==> src/rtl/core/rpbp_pkg.sv <==
// Shared types, codes and layout tables of the IS-IS PDU byte parser.
package rpbp_pkg;

  // Address sizes used by the fixed layouts.
  localparam int unsigned SYSTEM_ID_BYTES = 6;
  localparam int unsigned LAN_ID_BYTES    = 7;

  // Length of the common header, in bytes.
  localparam int unsigned COMMON_HDR_LEN = 8;

  // Depth of the queue between the front and the back, and its pointer and count widths.
  localparam int unsigned QUEUE_DEPTH = 4;
  localparam int unsigned QPTR_W      = $clog2(QUEUE_DEPTH);
  localparam int unsigned QCNT_W      = $clog2(QUEUE_DEPTH + 1);

  localparam int unsigned NUM_KINDS  = 5;
  localparam int unsigned NUM_FIELDS = 6;

  typedef enum logic [2:0] {
    KIND_LAN_HELLO = 3'd0,
    KIND_P2P_HELLO = 3'd1,
    KIND_LSP       = 3'd2,
    KIND_CSNP      = 3'd3,
    KIND_PSNP      = 3'd4
  } kind_e;

  typedef enum logic [2:0] {
    ROLE_HEADER    = 3'd0,
    ROLE_FIXED     = 3'd1,
    ROLE_TLV_TYPE  = 3'd2,
    ROLE_TLV_LEN   = 3'd3,
    ROLE_TLV_VALUE = 3'd4,
    ROLE_IGNORED   = 3'd5
  } role_e;

  typedef enum logic [2:0] {
    ST_OK         = 3'd0,
    ST_BAD_LENGTH = 3'd1,
    ST_BUF_SHORT  = 3'd2,
    ST_TLV_OVERRUN = 3'd3,
    ST_STRAY_BYTE = 3'd4
  } status_e;

  typedef enum logic [7:0] {
    PH_IDLE    = 8'b0000_0001,
    PH_HEADER  = 8'b0000_0010,
    PH_FIXED   = 8'b0000_0100,
    PH_TYPE    = 8'b0000_1000,
    PH_LEN     = 8'b0001_0000,
    PH_VALUE   = 8'b0010_0000,
    PH_OVERRUN = 8'b0100_0000,
    PH_AFTER   = 8'b1000_0000
  } phase_e;

  // One byte as it travels from the front to the back.
  typedef struct packed {
    logic [7:0]  data;
    logic        first;
    logic        last;
    kind_e       kind;
    logic [15:0] offset;
  } item_t;

  // Sizes of the fixed fields of each kind, in layout order; zero pads the row.
  localparam logic [15:0] FIELD_SIZES [NUM_KINDS][NUM_FIELDS] = '{
    '{16'd1, 16'(SYSTEM_ID_BYTES), 16'd2, 16'd1, 16'(LAN_ID_BYTES), 16'd0},
    '{16'd1, 16'(SYSTEM_ID_BYTES), 16'd2, 16'd1, 16'd0, 16'd0},
    '{16'd2, 16'd2, 16'(SYSTEM_ID_BYTES + 1), 16'd4, 16'd2, 16'd1},
    '{16'(SYSTEM_ID_BYTES), 16'(SYSTEM_ID_BYTES + 1), 16'(SYSTEM_ID_BYTES + 1),
      16'd0, 16'd0, 16'd0},
    '{16'(SYSTEM_ID_BYTES), 16'd0, 16'd0, 16'd0, 16'd0, 16'd0}
  };

  // Offset of the first byte after the fixed fields.
  function automatic logic [15:0] fixed_end(kind_e kind);
    logic [15:0] res;
    unique case (kind)
      KIND_LAN_HELLO: res = 16'(COMMON_HDR_LEN + 1 + SYSTEM_ID_BYTES + 2 + 1 + LAN_ID_BYTES);
      KIND_P2P_HELLO: res = 16'(COMMON_HDR_LEN + 1 + SYSTEM_ID_BYTES + 2 + 1);
      KIND_LSP:       res = 16'(COMMON_HDR_LEN + 2 + 2 + SYSTEM_ID_BYTES + 1 + 4 + 2 + 1);
      KIND_CSNP:      res = 16'(COMMON_HDR_LEN + 3 * SYSTEM_ID_BYTES + 2);
      default:        res = 16'(COMMON_HDR_LEN + SYSTEM_ID_BYTES);
    endcase
    return res;
  endfunction

  // Number of the fixed field that holds byte pos of the fixed part.
  function automatic logic [3:0] field_at(kind_e kind, logic [15:0] pos);
    logic [15:0] limit;
    logic        found;
    logic [3:0]  idx;
    limit = '0;
    found = 1'b0;
    idx   = '0;
    for (int i = 0; i < NUM_FIELDS; i++) begin
      limit = limit + FIELD_SIZES[kind][i];
      if (!found && pos < limit) begin
        found = 1'b1;
        idx   = 4'(i);
      end
    end
    return idx;
  endfunction

endpackage

==> src/rtl/core/rpbp_front.sv <==
// Front end: accepts bytes, tracks the offset and kind, and queues them.
module rpbp_front import rpbp_pkg::*; (
  input  logic       clk_i,
  input  logic       rst_ni,
  input  logic       in_valid_i,
  output logic       in_stall_o,
  input  logic [7:0] data_byte_i,
  input  logic       first_byte_i,
  input  logic       buffer_end_i,
  input  logic [2:0] pdu_kind_i,
  input  logic       full_i,
  output logic       push_o,
  output item_t      push_item_o
);

  logic [15:0] offset_q, offset_d;
  kind_e       kind_q, kind_d;
  logic [15:0] off;

  assign in_stall_o = full_i;
  assign push_o     = in_valid_i && !full_i;

  always_comb begin
    off    = first_byte_i ? '0 : offset_q;
    kind_d = kind_q;
    if (first_byte_i) begin
      kind_d = (pdu_kind_i > 3'(KIND_PSNP)) ? KIND_PSNP : kind_e'(pdu_kind_i);
    end
    offset_d = (off == 16'hFFFF) ? off : off + 16'd1;
  end

  assign push_item_o = '{data: data_byte_i, first: first_byte_i, last: buffer_end_i,
                         kind: kind_d, offset: off};

  always_ff @(posedge clk_i or negedge rst_ni) begin
    if (!rst_ni) begin
      offset_q <= '0;
      kind_q   <= KIND_LAN_HELLO;
    end else if (push_o) begin
      offset_q <= offset_d;
      kind_q   <= kind_d;
    end
  end

endmodule

==> src/rtl/core/rpbp_queue.sv <==
// Short first-in first-out queue between the front and the back.
module rpbp_queue import rpbp_pkg::*; (
  input  logic  clk_i,
  input  logic  rst_ni,
  input  logic  push_i,
  input  item_t item_i,
  output logic  full_o,
  output logic  valid_o,
  output item_t item_o,
  input  logic  pop_i
);

  item_t             mem_q [QUEUE_DEPTH];
  logic [QPTR_W-1:0] wr_ptr_q, rd_ptr_q;
  logic [QCNT_W-1:0] count_q;

  assign full_o  = (count_q == QCNT_W'(QUEUE_DEPTH));
  assign valid_o = (count_q != '0);
  assign item_o  = mem_q[rd_ptr_q];

  always_ff @(posedge clk_i) begin
    if (push_i) begin
      mem_q[wr_ptr_q] <= item_i;
    end
  end

  always_ff @(posedge clk_i or negedge rst_ni) begin
    if (!rst_ni) begin
      wr_ptr_q <= '0;
      rd_ptr_q <= '0;
      count_q  <= '0;
    end else begin
      if (push_i) begin
        wr_ptr_q <= wr_ptr_q + 1'b1;
      end
      if (pop_i) begin
        rd_ptr_q <= rd_ptr_q + 1'b1;
      end
      if (push_i && !pop_i) begin
        count_q <= count_q + 1'b1;
      end else if (pop_i && !push_i) begin
        count_q <= count_q - 1'b1;
      end
    end
  end

endmodule

==> src/rtl/core/rpbp_back.sv <==
// Back end: walks the PDU layout and TLVs, and registers one result per byte.
module rpbp_back import rpbp_pkg::*; (
  input  logic        clk_i,
  input  logic        rst_ni,
  input  logic        head_valid_i,
  input  item_t       head_i,
  output logic        pop_o,
  output logic        out_valid_o,
  input  logic        out_stall_i,
  output logic [2:0]  byte_role_o,
  output logic [3:0]  field_index_o,
  output logic [15:0] byte_offset_o,
  output logic [7:0]  tlv_type_o,
  output logic [7:0]  tlv_length_o,
  output logic        pdu_done_o,
  output logic [2:0]  status_o
);

  phase_e      phase_q, phase_d, ph;
  logic [15:0] pdu_end_q, pdu_end_d, pend;
  logic [7:0]  rem_q, rem_d;
  logic [7:0]  type_q, type_d;
  logic [7:0]  len_q, len_d;
  logic [7:0]  high_q, high_d;

  logic        out_valid_q;
  role_e       role_q, role;
  logic [3:0]  fidx_q, fidx;
  logic [15:0] off_q;
  logic [7:0]  tt_q, tt, tl_q, tl;
  logic        done_q, done;
  status_e     st_q, st;

  logic [15:0] off;
  logic [16:0] off_next;
  logic [16:0] diff;
  logic [15:0] left;
  logic [15:0] fend;
  logic [15:0] known;
  logic        is_lsp;

  assign pop_o = head_valid_i && (!out_valid_q || !out_stall_i);

  always_comb begin
    off      = head_i.offset;
    off_next = {1'b0, off} + 17'd1;
    is_lsp   = (head_i.kind == KIND_LSP);
    fend     = fixed_end(head_i.kind);
    known    = is_lsp ? 16'd9 : 16'd7;

    // A first byte opens a fresh PDU before anything else is looked at.
    ph     = head_i.first ? PH_HEADER : phase_q;
    pend   = head_i.first ? '0 : pdu_end_q;
    rem_d  = head_i.first ? '0 : rem_q;
    type_d = head_i.first ? '0 : type_q;
    len_d  = head_i.first ? '0 : len_q;
    high_d = head_i.first ? '0 : high_q;

    pdu_end_d = pend;
    phase_d   = ph;
    role      = ROLE_IGNORED;
    fidx      = '0;
    tt        = '0;
    tl        = '0;
    done      = 1'b0;
    st        = ST_OK;

    diff = {1'b0, pend} - off_next;
    left = ({1'b0, pend} > off_next) ? diff[15:0] : '0;

    unique case (ph)
      PH_HEADER: begin
        role = ROLE_HEADER;
        fidx = {1'b0, off[2:0]};
        if (!is_lsp && off == 16'd1) begin
          pdu_end_d = {8'd0, head_i.data};
        end
        if (off >= 16'd7) begin
          if (!is_lsp && pdu_end_d <= 16'(COMMON_HDR_LEN)) begin
            done = 1'b1;
            st   = ST_BAD_LENGTH;
          end else begin
            phase_d = PH_FIXED;
          end
        end
      end
      PH_FIXED: begin
        role = ROLE_FIXED;
        fidx = field_at(head_i.kind, off - 16'(COMMON_HDR_LEN));
        if (is_lsp && off == 16'd8) begin
          high_d = head_i.data;
        end
        if (is_lsp && off == 16'd9) begin
          pdu_end_d = {high_d, head_i.data};
        end
        if (off >= known && off_next >= {1'b0, pdu_end_d}) begin
          done = 1'b1;
          st   = (off_next == {1'b0, fend} && pdu_end_d == fend) ? ST_OK : ST_BAD_LENGTH;
        end else if (off_next >= {1'b0, fend}) begin
          phase_d = PH_TYPE;
        end
      end
      PH_TYPE: begin
        role   = ROLE_TLV_TYPE;
        tt     = head_i.data;
        type_d = head_i.data;
        len_d  = '0;
        if (off_next >= {1'b0, pend}) begin
          done = 1'b1;
          st   = ST_STRAY_BYTE;
        end else begin
          phase_d = PH_LEN;
        end
      end
      PH_LEN: begin
        role  = ROLE_TLV_LEN;
        tt    = type_d;
        tl    = head_i.data;
        len_d = head_i.data;
        if ({8'd0, head_i.data} > left) begin
          if (left == '0) begin
            done = 1'b1;
            st   = ST_TLV_OVERRUN;
          end else begin
            phase_d = PH_OVERRUN;
          end
        end else if (head_i.data == '0) begin
          if (left == '0) begin
            done = 1'b1;
            st   = ST_OK;
          end else begin
            phase_d = PH_TYPE;
          end
        end else begin
          rem_d   = head_i.data;
          phase_d = PH_VALUE;
        end
      end
      PH_VALUE: begin
        role = ROLE_TLV_VALUE;
        tt   = type_d;
        tl   = len_d;
        if (rem_d != '0) begin
          rem_d = rem_d - 8'd1;
        end
        if (off_next >= {1'b0, pend}) begin
          done = 1'b1;
          st   = ST_OK;
        end else if (rem_d == '0) begin
          phase_d = PH_TYPE;
        end
      end
      PH_OVERRUN: begin
        role = ROLE_TLV_VALUE;
        tt   = type_d;
        tl   = len_d;
        if (off_next >= {1'b0, pend}) begin
          done = 1'b1;
          st   = ST_TLV_OVERRUN;
        end
      end
      PH_IDLE, PH_AFTER: begin
        role = ROLE_IGNORED;
      end
      default: begin
        role = ROLE_IGNORED;
      end
    endcase

    if (done) begin
      phase_d = PH_AFTER;
    end
    if (head_i.last) begin
      if (!done && phase_d != PH_IDLE && phase_d != PH_AFTER) begin
        done = 1'b1;
        st   = ST_BUF_SHORT;
      end
      phase_d = PH_IDLE;
    end
    if (!done) begin
      st = ST_OK;
    end
  end

  always_ff @(posedge clk_i or negedge rst_ni) begin
    if (!rst_ni) begin
      phase_q     <= PH_IDLE;
      pdu_end_q   <= '0;
      rem_q       <= '0;
      type_q      <= '0;
      len_q       <= '0;
      high_q      <= '0;
      out_valid_q <= 1'b0;
    end else if (pop_o) begin
      phase_q     <= phase_d;
      pdu_end_q   <= pdu_end_d;
      rem_q       <= rem_d;
      type_q      <= type_d;
      len_q       <= len_d;
      high_q      <= high_d;
      out_valid_q <= 1'b1;
    end else if (!out_stall_i) begin
      out_valid_q <= 1'b0;
    end
  end

  always_ff @(posedge clk_i) begin
    if (pop_o) begin
      role_q <= role;
      fidx_q <= fidx;
      off_q  <= off;
      tt_q   <= tt;
      tl_q   <= tl;
      done_q <= done;
      st_q   <= st;
    end
  end

  assign out_valid_o   = out_valid_q;
  assign byte_role_o   = role_q;
  assign field_index_o = fidx_q;
  assign byte_offset_o = off_q;
  assign tlv_type_o    = tt_q;
  assign tlv_length_o  = tl_q;
  assign pdu_done_o    = done_q;
  assign status_o      = st_q;

endmodule

==> src/rtl/core/routing_pdu_byte_parser.sv <==
// Top level of the IS-IS PDU byte parser: front end, queue and back end.
//
// The block takes an IS-IS PDU one byte per item on the input channel
// (in_valid_i / in_stall_o) and gives one result item per byte on the output
// channel (out_valid_o / out_stall_i). An item moves at a rising edge where
// valid is high and stall is low. first_byte_i opens a new PDU, and the kind
// is sampled with it; buffer_end_i marks the last byte of the buffer.
// Each result tags its byte as header, fixed field, TLV type, length, value
// or ignored, with its offset, the current TLV type and length, and, on the
// byte that settles it, the PDU verdict with a status.
// The front end keeps the offset and kind and pushes each byte into a
// four-entry queue; the back end walks the layout and writes one output
// register. Each accepted byte passes through the queue and then the output
// register, and one byte is taken and delivered every cycle for as long as
// both sides keep moving: the walk needs only one counter and compare update
// per byte in the back end.
// When the receiver stalls, the output register holds its result and the
// queue fills; in_stall_o rises once the queue is full.
// Reset empties the queue and the output register and returns the walker to
// idle with offset, kind and all lengths at zero.
module routing_pdu_byte_parser import rpbp_pkg::*; (
  input  logic        clk_i,
  input  logic        rst_ni,
  input  logic        in_valid_i,
  output logic        in_stall_o,
  input  logic [7:0]  data_byte_i,
  input  logic        first_byte_i,
  input  logic        buffer_end_i,
  input  logic [2:0]  pdu_kind_i,
  output logic        out_valid_o,
  input  logic        out_stall_i,
  output logic [2:0]  byte_role_o,
  output logic [3:0]  field_index_o,
  output logic [15:0] byte_offset_o,
  output logic [7:0]  tlv_type_o,
  output logic [7:0]  tlv_length_o,
  output logic        pdu_done_o,
  output logic [2:0]  status_o
);

  logic  push, full, head_valid, pop;
  item_t push_item, head_item;

  // The front end only counts offsets and latches the kind, so it waits only
  // when the queue is full.
  rpbp_front u_front (
    .clk_i       (clk_i),
    .rst_ni      (rst_ni),
    .in_valid_i  (in_valid_i),
    .in_stall_o  (in_stall_o),
    .data_byte_i (data_byte_i),
    .first_byte_i(first_byte_i),
    .buffer_end_i(buffer_end_i),
    .pdu_kind_i  (pdu_kind_i),
    .full_i      (full),
    .push_o      (push),
    .push_item_o (push_item)
  );

  rpbp_queue u_queue (
    .clk_i  (clk_i),
    .rst_ni (rst_ni),
    .push_i (push),
    .item_i (push_item),
    .full_o (full),
    .valid_o(head_valid),
    .item_o (head_item),
    .pop_i  (pop)
  );

  // The back end takes a queued byte whenever its output register is free
  // or being emptied in the same cycle.
  rpbp_back u_back (
    .clk_i        (clk_i),
    .rst_ni       (rst_ni),
    .head_valid_i (head_valid),
    .head_i       (head_item),
    .pop_o        (pop),
    .out_valid_o  (out_valid_o),
    .out_stall_i  (out_stall_i),
    .byte_role_o  (byte_role_o),
    .field_index_o(field_index_o),
    .byte_offset_o(byte_offset_o),
    .tlv_type_o   (tlv_type_o),
    .tlv_length_o (tlv_length_o),
    .pdu_done_o   (pdu_done_o),
    .status_o     (status_o)
  );

endmodule

==> config.mk <==
export PLATFORM = sky130hd
export DESIGN_NAME = routing_pdu_byte_parser
export DESIGN_NICKNAME = d
export VERILOG_FILES = /design/src/rtl/core/rpbp_pkg.sv /design/src/rtl/core/rpbp_front.sv /design/src/rtl/core/rpbp_queue.sv /design/src/rtl/core/rpbp_back.sv /design/src/rtl/core/routing_pdu_byte_parser.sv
export SDC_FILE = /design/constraint.sdc
export NUM_CORES = 1
export LEC_CHECK = 0
export ABC_AREA = 0
export BUFFER_PORTS_ARGS = -buffer_cell sky130_fd_sc_hd__buf_2
export CAP_MARGIN = 0
export CORE_UTILIZATION = 40
export DETAILED_ROUTE_END_ITERATION = 10
export PLACE_DENSITY = 0.59
export SLEW_MARGIN = 20
export SYNTH_ARGS = -nofsm -noshare
export SYNTH_HDL_FRONTEND = slang
export SYNTH_SLANG_ARGS = --single-unit
==> constraint.sdc <==
create_clock -name clk_i -period 11.3 [get_ports clk_i]
set_input_delay 2.825 -clock clk_i [delete_from_list [all_inputs] [get_ports clk_i]]
set_output_delay 2.825 -clock clk_i [all_outputs]
set_load 0.01 [all_outputs]
Word-level counts from Yosys, hierarchy flattened --
Memory sizes are Yosys's and may differ from the RTL's. Cells that the tools add are included.
Cells by class: add/sub/neg operators 14, multiply operators 0, div/mod/pow operators 0, order comparisons 16, equality and inequality tests 19, shift-type cells 0, multiplexer cells 89, bitwise logic cells 1, reductions and logical operators 40
Operators by type and width (number):
- $mux W8 | 25
- $mux W96 | 2
- $mux W16 | 8
- $lt A16 B16 Y1 | 6
- $add A16 B16 Y16 | 5
- $pmux W8 S2 | 4
- $pmux W8 S5 | 1
- $ge A17 B16 Y1 | 2
- $mux W3 | 11
- $eq A16 B4 Y1 const B | 2
- $pmux W16 S2 | 1
- $pmux W3 S5 | 2
- $mux W1 | 26
- $pmux W5 S4 | 1
- $add A16 B1 Y17 const B | 1
- $eq A17 B5 Y1 | 1
- $ge A17 B5 Y1 | 1
- $gt A16 B17 Y1 | 1
- $logic_and A1 B1 Y1 | 17
- $add A16 B1 Y16 const B | 1
- $eq A16 B1 Y1 const B | 1
- $eq A16 B16 Y1 const B | 1
- $eq A16 B5 Y1 | 1
- $ge A16 B16 Y1 | 1
- 38 further kinds | 57
Storage, ports and cells: flip-flop bits (word level) 126, latch bits 0, memory bits (writable) 116, memory bits (read-only) 768, input bits 17, output and inout bits 45, memories kept 2
Memories:
- (name not given) | words 8, width 96, read ports 1, clocked after memory_dff 0, wr ports 0, RTL line rpbp_pkg.sv:96 | limit = limit + FIELD_SIZES[kind][i];
- u_queue.mem_q | words 4, width 29, read ports 1, clocked after memory_dff 0, wr ports 1, RTL line rpbp_queue.sv:13 | item_t mem_q [QUEUE_DEPTH];

Longest topological paths before layout --
An unclocked memory read counts as a cell.
depth in word-level cells 28, gate-level depth with buffers 32, gate-level depth less buffers 28

By module --
A second synthesis with hierarchy kept.
Second synthesis, totals: cell total of the unflattened synthesis 1390, area, all modules 14941.8 µm²
Modules (own cells, without submodules):
- rpbp_back | times used 1, cells an instance 1075, area each 9141.3 µm², sequential area each 2688.8 µm²
- rpbp_queue | times used 1, cells an instance 185, area each 4579.4 µm², sequential area each 3658.5 µm²
- rpbp_front | times used 1, cells an instance 130, area each 1221.2 µm², sequential area each 475.5 µm²

Worst setup path before layout --
Ideal clock, no wire load.
kind register to register, start register u_queue.rd_ptr_q[0], end register u_back.phase_q[3], library setup time 0.111 ns, arrival time 6.500 ns, data required time 11.189 ns, path slack 4.689 ns, stages on the path, launching flop included 32, buffers on the path 4, period minus slack after synthesis 6.611 ns, cells stage by stage dfrtp_1 -> buf_6 -> buf_12 -> buf_2 -> mux4_2 -> ha_1 -> nor2b_1 -> a2bb2oi_1 -> nor3_1 -> xnor2_1 -> inv_1 -> ha_1 -> a2111o_1 -> o211a_1 -> o21ba_2 -> o211ai_1 -> a22oi_1 -> and2_1 -> buf_2 -> nand2b_1 -> ha_1 -> nor2b_1 -> o21a_1 -> o21a_1 -> o21a_1 -> o21a_1 -> o21ai_0 -> a21oi_1 -> o221a_2 -> a21boi_2 -> nand2b_1 -> a221oi_1
RTL lines:
- start, declared | RTL line rpbp_queue.sv:14 | logic [QPTR_W-1:0] wr_ptr_q, rd_ptr_q;
- start signal, assigned | RTL line rpbp_queue.sv:37 | rd_ptr_q <= rd_ptr_q + 1'b1;
- end signal, assigned | RTL line rpbp_back.sv:195 | phase_q <= phase_d;
- end, declared | RTL line rpbp_back.sv:19 | phase_e phase_q, phase_d, ph;

==> flow_metrics.env <==
export IMPL_mappedNetlistArea_um2=14340
export IMPL_finalNetCount=1490
export IMPL_synth_enable_flop_cells=158
export IMPL_drc_violations=0
export IMPL_period_needed_ns=7.786
export IMPL_total_power_uw=5087
export IMPL_port_buffers=60
export IMPL_hold_path_end="u_back.len_q[6]"
export IMPL_netSwitchingFraction_pct=44.43
export IMPL_dp_final_hpwl_um=26770
export IMPL_global_route_overflow_total=0
export IMPL_finalMaxSlewViolations=0
export IMPL_cp_data_arrival_time_ns=8.16
export IMPL_status="completed"
export IMPL_post_drt_via_cell_ratio=5.715
export IMPL_setup_worst_path_start="u_queue.rd_ptr_q[1]"
export IMPL_delay_contributed_by_the_slowest_stage_of_the_critical_path_ns=0.86
export IMPL_ys_types=85
export IMPL_insertion_delay_ns=0.54
export IMPL_hold_path_depth=2
export IMPL_power_per_cell_area_nw_per_um2=319.4
export IMPL_first_pass_grt_wire_length_um=59160
export IMPL_dp_worst_slack_ns=3.548
export IMPL_routedWlPerCell_um=20.04
export IMPL_worst_slew_margin_rel_pct=35.39
export IMPL_first_global_vias=10390
export IMPL_pwr_share_seq_pct=24.6
export IMPL_postCtsSetupBuffers=0
export IMPL_drt_pass1_iter_count=6
export IMPL_cts_inserted_buffers=26
export IMPL_netlist_area_leader_share_pct=33.09
export IMPL_tritoncts_clock_tree="done"
export IMPL_fin_worst_skew_ns=0.008726
export IMPL_placementRows=68
export IMPL_fp_dieArea_um2=36610
export IMPL_timing_setup_tns_ns=0
export IMPL_post_synth_inst_count=1323
export IMPL_worst_r2r_startpoint="u_queue.rd_ptr_q[1]"
export IMPL_startpoint_type="register"
export IMPL_die_outline_height_um=191.3
export IMPL_num_vias=10550
export IMPL_crit_type="register to register"
export IMPL_yosys_top_cells_area="sky130_fd_sc_hd__edfxtp_1 (33%), sky130_fd_sc_hd__dfrtp_1 (14%), sky130_fd_sc_hd__ha_1 (8.6%)"
export IMPL_tritoncts_num_sinks=241
export IMPL_hold_path_class="register to register"
export IMPL_end_kind="register"
export IMPL_utilization_pct=45.66
export IMPL_initial_utilization_pct=41.10
export IMPL_achievable_freq_mhz=128.4
export IMPL_place_gp_congestion=0.9428
export IMPL_clock_tree_buffer_depth=3
export IMPL_synth_register_bits=241
export IMPL_synthesis_yosys_warnings=0
export IMPL_min_period_over_period_pct=68.90
export IMPL_power_leakage_uw=0.006443
export IMPL_cp_num_cells=28
export IMPL_area_growth_syn_to_layout_pct=11.09
export IMPL_multiInputGateArea_um2=6998
export IMPL_netSwitchingPower_uw=2260
export IMPL_crit_path_frequent_cell="sky130_fd_sc_hd__o21a_1"
export IMPL_hold_bufs_at_cts=0
export IMPL_synth_cells_most_frequent="sky130_fd_sc_hd__edfxtp_1 (158), sky130_fd_sc_hd__nand2_1 (128), sky130_fd_sc_hd__ha_1 (98)"
export IMPL_core_area_um2=34880
export IMPL_cell_taking_the_most_area_after_synthesis="sky130_fd_sc_hd__edfxtp_1"
export IMPL_cts_root_buffer_cell="sky130_fd_sc_hd__clkbuf_16"
export IMPL_gr_usage_all_layers_pct=20.87
export IMPL_cap_viol_max_count=0
export IMPL_grt_setup_unrepaired="false"
export IMPL_syn_mean_instance_area_um2=10.84
export IMPL_maximum_number_of_pins_on_one_net_before_global_route_repair=63
export IMPL_top_level_ports=62
export IMPL_drive_gt1_share_pct=12.51
export IMPL_layout_area_seq_um2=6824
export IMPL_path_delay_family="compound AO/OA/AOI/OAI gates"
export IMPL_drt_first_iter_violations=880
export IMPL_vdd_drop_max_uv=212.0
export IMPL_r2r_end="u_back.phase_q[3]"
export IMPL_required_ns=11.67
export IMPL_setup_reg_to_reg_worst_slack_ns=3.51
export IMPL_wirelength_um=36990
export IMPL_transition_at_the_pin_with_the_smallest_max_transition_slack_ns=0.9691
export IMPL_internal_power_uw=2827
export IMPL_die_width_um=191.3
export IMPL_synth_seq_area_share_pct=47.59
export IMPL_combinationalPowerShare_pct=57.8
export IMPL_dominantRegCellSynth="sky130_fd_sc_hd__edfxtp_1"
export IMPL_report_final_hold_viol_count=0
export IMPL_ctsResizeCount=0
export IMPL_maximum_level_of_the_cts_h_tree=1
export IMPL_pwr_share_clk_pct=17.6
export IMPL_insertedDiodeCount=0
export IMPL_fill_cells=3250
export IMPL_setup_violations=0
export IMPL_postLayoutSetupSlackWorst_ns=3.514
export IMPL_antenna_found_initial=0
export IMPL_synth_most_common_cell="sky130_fd_sc_hd__edfxtp_1"
export IMPL_worst_setup_hold_path_clk_slew_ns=0.06
export IMPL_worstRegToRegCells=28
export IMPL_min_from="u_back.len_q[6]"
export IMPL_timing_critical_path_buf_inv=3
export IMPL_synth_async_sr_flop_share_pct=34.44
export IMPL_ant_nets=0
export IMPL_critPathMaxFanout=18
export IMPL_timing_critical_path_slowest_stage_cell="sky130_fd_sc_hd__dfrtp_1"
[per-stage QoR]
step	instance area (um2)	cells	hold slack (ns)
6_report	15930	1846	0.4793
3_5_place_dp	15030	1798	0.4704
3_3_place_gp	15030	1798	0.4625
4_1_cts	15930	1846	0.4840
5_1_grt	15930	1846	0.5085
2_1_floorplan	14340	1324	0.4497
[worst register-to-register path, delay by kind of cell, from the launching register on]
| family | cells | cell delay, ns |
|---|---|---|
| compound gates | 15 | 3.58 |
| fa+ha+maj | 3 | 0.89 |
| flops | 1 | 0.86 |
| simple gates | 5 | 0.85 |
| buf+inv | 3 | 0.67 |
| mux | 1 | 0.54 |
| xor+xnor | 1 | 0.24 |
[cells by family after synthesis]
family / synth area share [%]
DFF: 47.59
muxes: 5.524
adders and majority gates: 9.181
and+or+nand+nor: 15.02
other: 0.05238
buffers and inverters: 3.630
xor gates and xnor gates: 4.032
AOI/OAI and AO/OA: 14.98
[sequential cells by signal, indices dropped and copies added, names as in the netlist, 2 cells and up]
| name | flops |
|---|---|
| u_back.byte_offset_o | 16 |
| u_front.kind_q | 3 |
| u_back.high_q | 8 |
| u_back.rem_q | 8 |
| u_back.phase_q | 8 |
| u_back.tlv_length_o | 8 |
| u_back.pdu_end_q | 16 |
| u_queue.rd_ptr_q | 2 |
| u_front.offset_q | 16 |
| u_back.tlv_type_o | 8 |
| u_back.field_index_o | 3 |
| u_back.len_q | 8 |
| u_back.type_q | 8 |
| u_back.byte_role_o | 3 |
| u_queue.wr_ptr_q | 2 |
| u_back.status_o | 3 |
| u_queue.count_q | 3 |
| u_queue.mem_q | 116 |
[layer usage]
metal	vias up	wire, um	track usage [%]
met5	-	0	0
met4	0	863	5.922
met3	49	2279	3.782
met2	338	16740	33.19
met1	5151	17110	29.05
li1	5012	-	-
[how the worst max path moves through the flow]
| stage | slack [ns] | to |
|---|---|---|
| 3_5_place_dp | 3.55 | u_back.phase_q[3] |
| 3_3_place_gp | 3.76 | u_back.phase_q[3] |
| 5_1_grt | 2.93 | u_back.rem_q[4] |
| 4_1_cts | 3.53 | u_back.phase_q[3] |
| 6_report | 3.51 | u_back.phase_q[3] |
| 2_1_floorplan | 4.69 | u_back.phase_q[3] |
[power by group through the flow]
stage          Combinational, uW  Clock, uW  Sequential (uW)
2_1_floorplan               2150          0             1260
3_3_place_gp                2890          0             1270
3_5_place_dp                2920          0             1270
4_1_cts                     2940        919             1250
5_1_grt                     3320        951             1270
6_report                    2940        894             1250
[placed cells by master (no fill, tap or decap), types with 10 or more instances in the layout]
master / count
sky130_fd_sc_hd__xnor2_1: 38
sky130_fd_sc_hd__nand2_1: 128
sky130_fd_sc_hd__mux4_2: 29
sky130_fd_sc_hd__inv_1: 66
sky130_fd_sc_hd__buf_4: 11
sky130_fd_sc_hd__and2_1: 12
sky130_fd_sc_hd__nand3_1: 36
sky130_fd_sc_hd__clkbuf_16: 27
sky130_fd_sc_hd__dfrtp_1: 81
sky130_fd_sc_hd__a21o_1: 16
sky130_fd_sc_hd__a211oi_1: 11
sky130_fd_sc_hd__nor4_1: 12
sky130_fd_sc_hd__a21boi_0: 10
sky130_fd_sc_hd__nor3_1: 21
sky130_fd_sc_hd__xor2_1: 28
sky130_fd_sc_hd__nand4_1: 21
sky130_fd_sc_hd__ha_1: 98
sky130_fd_sc_hd__buf_2: 59
sky130_fd_sc_hd__o211ai_1: 10
sky130_fd_sc_hd__nor2b_1: 39
sky130_fd_sc_hd__nand2b_1: 25
sky130_fd_sc_hd__and3_1: 16
sky130_fd_sc_hd__a21oi_1: 59
sky130_fd_sc_hd__nor2_1: 78
sky130_fd_sc_hd__a22o_1: 18
sky130_fd_sc_hd__edfxtp_1: 158
sky130_fd_sc_hd__o21ai_0: 92
sky130_fd_sc_hd__a22oi_1: 15
[final cells by class]
cell class              instances  share of cell area [%]
clock buffers                  37                   4.603
repair buffers                 70                   2.372
flip-flops and latches        241                   42.84
inverters                      69                   1.626
well taps                     455                   3.574
clock inverters                11                   1.045
multi-input cells             963                   43.94
Power figures use the tool's default switching activity.
